File: config.mk
export PLATFORM = sky130hd
export DESIGN_NAME = vmag_gate
export DESIGN_NICKNAME = d
export VERILOG_FILES = /design/src/rtl/assert_macros.svh /design/src/rtl/vmag_pkg.sv /design/src/rtl/vmag_gate.sv
export SDC_FILE = /design/constraint.sdc
export NUM_CORES = 1
export LEC_CHECK = 0
export BUFFER_PORTS_ARGS = -buffer_cell sky130_fd_sc_hd__buf_2
export CELL_PAD_IN_SITES_DETAIL_PLACEMENT = 1
export CELL_PAD_IN_SITES_GLOBAL_PLACEMENT = 2
export CORE_ASPECT_RATIO = 1.4
export CORE_MARGIN = 4
export CORE_UTILIZATION = 17
export DETAILED_ROUTE_END_ITERATION = 10
export PLACE_DENSITY_LB_ADDON = 0.1
export SLEW_MARGIN = 10
export SYNTH_ARGS = -nofsm -noshare
export SYNTH_HDL_FRONTEND = slang
export SYNTH_SLANG_ARGS = --single-unit
File: constraint.sdc
create_clock -name vclk -period 3.4
set_input_delay 0.51 -clock vclk [all_inputs]
set_output_delay 0.51 -clock vclk [all_outputs]
set_load 0.05 [all_outputs]
File: src/rtl/assert_macros.svh
// Assertion macros shared by the video memory access gate RTL.
// Each macro samples on the rising edge of clock and is disabled while reset is high.
`ifndef ASSERT_MACROS_SVH
`define ASSERT_MACROS_SVH

// Checks an implication or sequence property.
`define VMAG_ASSERT(label, prop, msg) \
   label: assert property (@(posedge clock) disable iff (reset) prop) else $error(msg);

// Checks that a condition never holds.
`define VMAG_NEVER(label, cond, msg) \
   label: assert property (@(posedge clock) disable iff (reset) !(cond)) else $error(msg);

`endif

File: src/rtl/vmag_pkg.sv
// Package of the video memory access gate: types, codes, timing constants and the sprite address fold.
// Used by vmag_gate, video_memory_access_gate and the testbench; depends on nothing.
package vmag_pkg;

   localparam int VRAM_BYTES_DEF    = 65536;
   localparam int SPRITE_BYTES_DEF  = 544;
   localparam int PALETTE_BYTES_DEF = 512;

   localparam int VRAM_AW = 16;
   localparam int SPR_AW  = 10;
   localparam int PAL_AW  = 9;

   localparam int LINES_NTSC = 525;
   localparam int LINES_PAL  = 625;

   localparam logic [10:0] DOT_LAST    = 11'd1362;
   localparam logic [10:0] DOT_EARLY   = 11'd4;
   localparam logic [10:0] DOT_LATCH   = 11'd6;
   localparam logic [8:0]  LAST_NTSC   = 9'((LINES_NTSC >> 1) - 1);
   localparam logic [8:0]  LAST_PAL    = 9'((LINES_PAL >> 1) - 1);
   localparam logic [8:0]  VIS_RD_STD  = 9'd224;
   localparam logic [8:0]  VIS_RD_OVR  = 9'd239;
   localparam logic [8:0]  VIS_WR_STD  = 9'd225;
   localparam logic [8:0]  VIS_WR_OVR  = 9'd240;
   localparam logic [9:0]  SPR_WRAP    = 10'h3ff;
   localparam logic [9:0]  SPR_HIGH    = 10'h200;
   localparam logic [9:0]  SPR_HIGH_MASK = 10'h21f;
   localparam logic [8:0]  PAL_WRAP    = 9'h1ff;
   localparam logic [7:0]  PAL_ODD_MASK = 8'h7f;

   typedef enum logic [2:0] {
      CMD_VRAM_RD  = 3'd0,
      CMD_VRAM_WR  = 3'd1,
      CMD_SPR_RD   = 3'd2,
      CMD_SPR_WR   = 3'd3,
      CMD_PAL_RD   = 3'd4,
      CMD_PAL_WR   = 3'd5
   } cmd_type;

   typedef enum logic [1:0] {
      CSR_DISPLAY_OFF   = 2'd0,
      CSR_OVERSCAN_MODE = 2'd1,
      CSR_PAL_REGION    = 2'd2,
      CSR_INTERLACE_ON  = 2'd3
   } csr_index_type;

   typedef enum logic [1:0] {
      MEM_NONE    = 2'd0,
      MEM_VRAM    = 2'd1,
      MEM_SPRITE  = 2'd2,
      MEM_PALETTE = 2'd3
   } mem_sel_type;

   typedef struct packed {
      logic display_off;
      logic overscan_mode;
      logic pal_region;
      logic interlace_on;
   } cfg_type;

   typedef struct packed {
      logic [2:0]  command;
      logic [15:0] address;
      logic [7:0]  write_data;
      logic [8:0]  line_count;
      logic [10:0] dot_count;
      logic        odd_field;
      logic [7:0]  bus_latch;
      logic [9:0]  sprite_index;
   } req_type;

   typedef struct packed {
      mem_sel_type         sel;
      logic                we;
      logic [VRAM_AW-1:0]  vram_index;
      logic [SPR_AW-1:0]   spr_addr;
      logic [PAL_AW-1:0]   pal_addr;
      logic [7:0]          wdata;
      logic                pal_mask;
      logic                taken;
   } access_type;

   function automatic logic [SPR_AW-1:0] fold_sprite(input logic [SPR_AW-1:0] a);
      logic [SPR_AW-1:0] f;
      f = a & SPR_WRAP;
      if ((f & SPR_HIGH) != '0) begin
         f = f & SPR_HIGH_MASK;
      end
      return f;
   endfunction

endpackage

File: src/rtl/vmag_gate.sv
// Access decision for one CPU request: memory select, address, data and read and write gating.
// Depends on vmag_pkg.
module vmag_gate (
   input  vmag_pkg::cfg_type    cfg,
   input  vmag_pkg::req_type    req,
   output vmag_pkg::access_type acc
);
   import vmag_pkg::*;

   logic       on;
   logic       active;
   logic [8:0] vis_rd;
   logic [8:0] vis_wr;
   logic [8:0] last_line;
   logic       vram_rd_ok;
   logic [SPR_AW-1:0] spr_src;

   always_comb begin
      on        = !cfg.display_off;
      vis_rd    = cfg.overscan_mode ? VIS_RD_OVR : VIS_RD_STD;
      vis_wr    = cfg.overscan_mode ? VIS_WR_OVR : VIS_WR_STD;
      last_line = (cfg.pal_region ? LAST_PAL : LAST_NTSC)
                + {8'd0, cfg.interlace_on && !req.odd_field};
      active    = on && (req.line_count < vis_wr);
      spr_src   = active ? req.sprite_index : req.address[SPR_AW-1:0];

      if (!on) begin
         vram_rd_ok = 1'b1;
      end else if (req.line_count == last_line && req.dot_count == DOT_LAST) begin
         vram_rd_ok = 1'b0;
      end else if (req.line_count < vis_rd) begin
         vram_rd_ok = 1'b0;
      end else if (req.line_count == vis_rd) begin
         vram_rd_ok = (req.dot_count == DOT_LAST);
      end else begin
         vram_rd_ok = 1'b1;
      end

      acc            = '0;
      acc.sel        = MEM_NONE;
      acc.vram_index = req.address[VRAM_AW-1:0];
      acc.spr_addr   = fold_sprite(spr_src);
      acc.pal_addr   = req.address[PAL_AW-1:0] & PAL_WRAP;
      acc.wdata      = req.write_data;
      acc.pal_mask   = acc.pal_addr[0];

      case (req.command)
         CMD_VRAM_RD: begin
            if (vram_rd_ok) begin
               acc.sel = MEM_VRAM;
            end
         end
         CMD_VRAM_WR: begin
            acc.we = 1'b1;
            if (!on) begin
               acc.sel = MEM_VRAM;
            end else if (req.line_count == 9'd0) begin
               if (req.dot_count <= DOT_EARLY) begin
                  acc.sel = MEM_VRAM;
               end else if (req.dot_count == DOT_LATCH) begin
                  acc.sel   = MEM_VRAM;
                  acc.wdata = req.bus_latch;
               end
            end else if (req.line_count < vis_wr) begin
               acc.sel = MEM_NONE;
            end else if (req.line_count == vis_wr) begin
               if (req.dot_count > DOT_EARLY) begin
                  acc.sel = MEM_VRAM;
               end
            end else begin
               acc.sel = MEM_VRAM;
            end
            acc.taken = (acc.sel == MEM_VRAM);
         end
         CMD_SPR_RD: begin
            acc.sel = MEM_SPRITE;
         end
         CMD_SPR_WR: begin
            acc.sel   = MEM_SPRITE;
            acc.we    = 1'b1;
            acc.taken = 1'b1;
         end
         CMD_PAL_RD: begin
            acc.sel = MEM_PALETTE;
         end
         CMD_PAL_WR: begin
            acc.sel   = MEM_PALETTE;
            acc.we    = 1'b1;
            acc.taken = 1'b1;
            if (acc.pal_mask) begin
               acc.wdata = req.write_data & PAL_ODD_MASK;
            end
         end
         default: begin
            acc.sel = MEM_NONE;
         end
      endcase
   end

endmodule

==> results of run 1 <==
-- per-stage QoR --
step,setup WS [ns],cell area [µm²],util [%],std cells
2_1_floorplan,0.142,996,-,120
3_3_place_gp,0.559,1410,25.1,267
3_5_place_dp,0.528,1410,25.1,267
4_1_cts,0.520,1410,25.1,267
5_1_grt,0.369,1410,25.1,267
6_report,0.538,1410,25.1,267
-- final cells by class --
type / count / area, µm²
inverters: 5 / 18.8
fillers: 734 / 4200
well taps: 68 / 85.1
multi-input cells: 88 / 771
repair buffers: 106 / 531
-- cells by family (layout without fill, tap and decap cells) --
family,Yosys count,count (layout),synth area share (%)
buffers and inverters,32,111,22.6
adder cells (fa/ha/maj),9,9,11.3
AND/OR/NAND/NOR,41,41,31.3
XOR/XNOR,2,2,1.76
AO/OA/AOI/OAI,22,22,16.6
multiplexers,14,14,16.5
-- where the power goes --
group	internal, mW	switching (mW)
Sequential	0	0
Clock	0	0
Combinational	0.0804	0.177
-- per-layer routing --
metal / wire (µm) / vias to the layer above / GRT usage [%]
met4: 0 / 0 / 0
met5: 0 / - / 0
met2: 2320 / 57 / 23.2
met3: 372 / 0 / 2.24
li1: - / 582 / -
met1: 1200 / 541 / 9.10
-- worst paths after layout --
path / endpoint / cells past startpoint
worst max-delay path: acc[23] / 8
worst min-delay path: acc[40] / 0
-- cell usage after synthesis (2+ instances only) --
master / number
mux2_2: 11
nor2_1: 5
buf_4: 26
inv_1: 5
nand2_1: 4
nand3_1: 3
nor4_1: 2
a211oi_1: 2
nand2b_1: 6
nand3b_1: 4
a21oi_1: 3
nor2b_1: 2
ha_1: 9
mux2_4: 2
o21ai_0: 7
nor4_4: 3
or3_1: 2
-- cell usage in the layout, fill, tap and decap left out, types with 2 or more instances in the layout --
master	n
buf_2	106
nor4_4	3
nand3b_1	4
o21ai_0	7
nand2_1	4
inv_1	5
mux2_4	2
nor2b_1	2
a211oi_1	2
mux2_2	11
ha_1	9
a21oi_1	3
nand3_1	3
or3_1	2
nand2b_1	6
nor2_1	5
nor4_1	2
==> flow_summary.ini, run 1 <==
[placement]
globalplace.congestion = 0.687
hpwl_um = 3660
port_buffers = 106

[layout]
n_clock_buffer = 0
drive_above_1_share_pct = 65.3
n_antenna_cell = 0
nets = 280
design.seq.count = 0
syn_to_final_growth_pct = 41.1
final-seq-area_um2 = 0

[hold_path]
hold_start = req[58]
hp-class = input port to output port

[grt]
grt_antenna_before_repair = 0
grt_max_degree = 15
grt_pass1_vias = 1371
grt_pass1_wl_um = 6200
grt_usage_pct = 10.3
overflow = 0

[critical_path]
crit_path_cell_trace = buf_2 > inv_1 > ha_1 > or4b_1 > a21oi_2 > o21ai_2 > mux2_4 > buf_2
cp.arrival_ns = 2.35
critPathTopFamily = buffers and inverters
cp.required_ns = 2.89
cp-start-kind = input port
path_max_fanout = 14
cp-startpoint = cfg[2]
crit_buf_inv = 3
slowest_delay_ns = 0.45
cp_common_cell = buf_2
crit_slowest_cell = or4b_1
crit_type = input port to output port
crit_path_end_kind = output port

[routing]
avgRoutedWirePerCell_um = 14.6
first_pass_iters = 2
dr.first_iter.drc_count = 16
remaining_drc_errors = 0
wirelength_um = 3890
vias_per_cell = 4.42
postRouteAntennaNets = 0
vias = 1180

[floorplan]
die-height_um = 98.6
core_area_um2 = 5610
start_util_pct = 17.8
die_w_um = 72.7
ios = 118
num_rows = 32
dieArea_um2 = 7160

[power]
power_per_cell_area_nw_per_um2 = 183
power_uw = 258
leakagePower_nw = 0.720
max-vdd-ir-drop_uv = 48.8

[synthesis]
synth_area_per_cell_um2 = 8.30
synth_area_um2 = 996
yosysSeqAreaShare_pct = 0
syn-instance-count = 120
synth.top_cell.area_share_pct = 19.6
yosys_warnings = 0
syn_nets = 199
yosys-top-cells-area = buf_4 (20%), mux2_2 (12%), ha_1 (11%)
synth_top_area_cell = buf_4
synth_cell_type_count = 41

[timing]
period_share_pct = 84.2
worst_pin_slew_ns = 0.645
max_freq_ghz = 0.349
layout_min_cycle_time_ns = 2.86
rsz0062_at_grt = false
tns_ns = 0
final-setup-viol-count = 0
drv_slew = 0
hold_violations = 0
max_slew_margin_pct = 57.0
whs_ns = 1.02

[cts]
cts_resized = 0
cts_hold_buf = 0
post_cts_buffers = 0

[run]
max_cap_violations = 0

[status]
outcome = complete, no violations
Note: power is estimated with default switching activity, not from simulation.
==> run 2, diff against run 1 <==
CORE_UTILIZATION = 16   (was 17)
clock period = 2.9 ns   (was 3.4 ns; I/O delays follow)
==> flow_summary.ini, run 2 (same netlist as run 1, synthesis figures left out) <==
[grt]
overflow = 0
grt_pass1_wl_um = 6020
grt_max_degree = 15
grt_pass1_vias = 1279
grt_antenna_before_repair = 0
grt_usage_pct = 9.72

[cts]
cts_hold_buf = 0
post_cts_buffers = 0
cts_resized = 0

[floorplan]
core_area_um2 = 5950
die_w_um = 74.7
start_util_pct = 16.8
num_rows = 33
ios = 118
dieArea_um2 = 7570
die-height_um = 101

[critical_path]
crit_path_cell_trace = buf_2 > inv_1 > ha_1 > or4b_1 > a21oi_2 > o21ai_2 > mux2_4 > buf_2
path_max_fanout = 14
crit_slowest_cell = or4b_1
slowest_delay_ns = 0.46
cp.arrival_ns = 2.29
crit_type = input port to output port
cp_common_cell = buf_2
critPathTopFamily = buffers and inverters
cp.required_ns = 2.47
crit_buf_inv = 3
cp-start-kind = input port
crit_path_end_kind = output port

[timing]
rsz0062_at_grt = false
whs_ns = 0.870
max_freq_ghz = 0.367
max_slew_margin_pct = 54.8
final-setup-viol-count = 0
layout_min_cycle_time_ns = 2.72
period_share_pct = 94.0
drv_slew = 0
worst_pin_slew_ns = 0.679
hold_violations = 0

[layout]
n_antenna_cell = 0
layout_common_cells = buf_2 (106), mux2_2 (11), ha_1 (9), o21ai_0 (7), nand2b_1 (6)
design.seq.count = 0
n_fill_cell = 764
syn_to_final_growth_pct = 42.1
final_common_cell = buf_2
finalNonFillerCells = 270
nets = 281
multi_input_area_um2 = 771
drive_above_1_share_pct = 65.5
n_clock_buffer = 0
final-seq-area_um2 = 0

[routing]
remaining_drc_errors = 0
postRouteAntennaNets = 0
wirelength_um = 3930
avgRoutedWirePerCell_um = 14.5
first_pass_iters = 4
vias = 1157
dr.first_iter.drc_count = 22
vias_per_cell = 4.29

[power]
power_frac_clock_pct = 0
leakagePower_nw = 0.726
p_seq_share_pct = 0
intPower_uw = 94.3
swShare_pct = 68.8
switching_power_uw = 208
max-vdd-ir-drop_uv = 91.9
power_per_cell_area_nw_per_um2 = 214
combPwrFrac_pct = 100.0

[placement]
dpl.cell_count = 270
globalplace.congestion = 0.740
port_buffers = 106
hpwl_um = 3630

[run]
max_cap_violations = 0

[hold_path]
hp-class = input port to output port

[status]
outcome = complete, no violations
[run 2: final cells by class]
type | instances | area share [%]
multi-input cells | 88 | 54.5
repair buffers | 107 | 38.0
inverters | 5 | 1.33
well taps | 70 | 6.19
[run 2: worst paths after layout]
path	startpoint	to	slack, ns	depth (start not counted)
worst max-delay path	cfg[2]	acc[23]	0.18	8
worst min-delay path	req[61]	acc[43]	0.87	0
[run 2: stage by stage]
stage | instance area [µm²] | setup WS [ns] | setup TNS, ns | util, % | power (mW)
finish | 1420 | 0.175 | 0 | 23.8 | 0.302
global route | 1420 | 0.00347 | 0 | 23.8 | 0.326
CTS | 1420 | 0.136 | 0 | 23.8 | 0.308
detailed placement | 1420 | 0.151 | 0 | 23.8 | 0.307
global placement | 1420 | 0.193 | 0 | 23.8 | 0.303
floorplan | 996 | -0.208 | -0.833 | - | 0.243
[run 2: per-layer routing]
layer | global-route usage, % | wire, µm | vias to the layer above
met3 | 1.59 | 328 | 0
met5 | 0 | 0 | -
li1 | - | - | 583
met4 | 0 | 0 | 0
met2 | 19.8 | 2320 | 49
met1 | 10.8 | 1280 | 525
[run 2: power by group through the flow]
stage / sequential [mW] / combinational [mW] / clock [mW]
6_report: 0 / 0.302 / 0
5_1_grt: 0 / 0.326 / 0
4_1_cts: 0 / 0.308 / 0
3_5_place_dp: 0 / 0.307 / 0
3_3_place_gp: 0 / 0.303 / 0
2_1_floorplan: 0 / 0.243 / 0
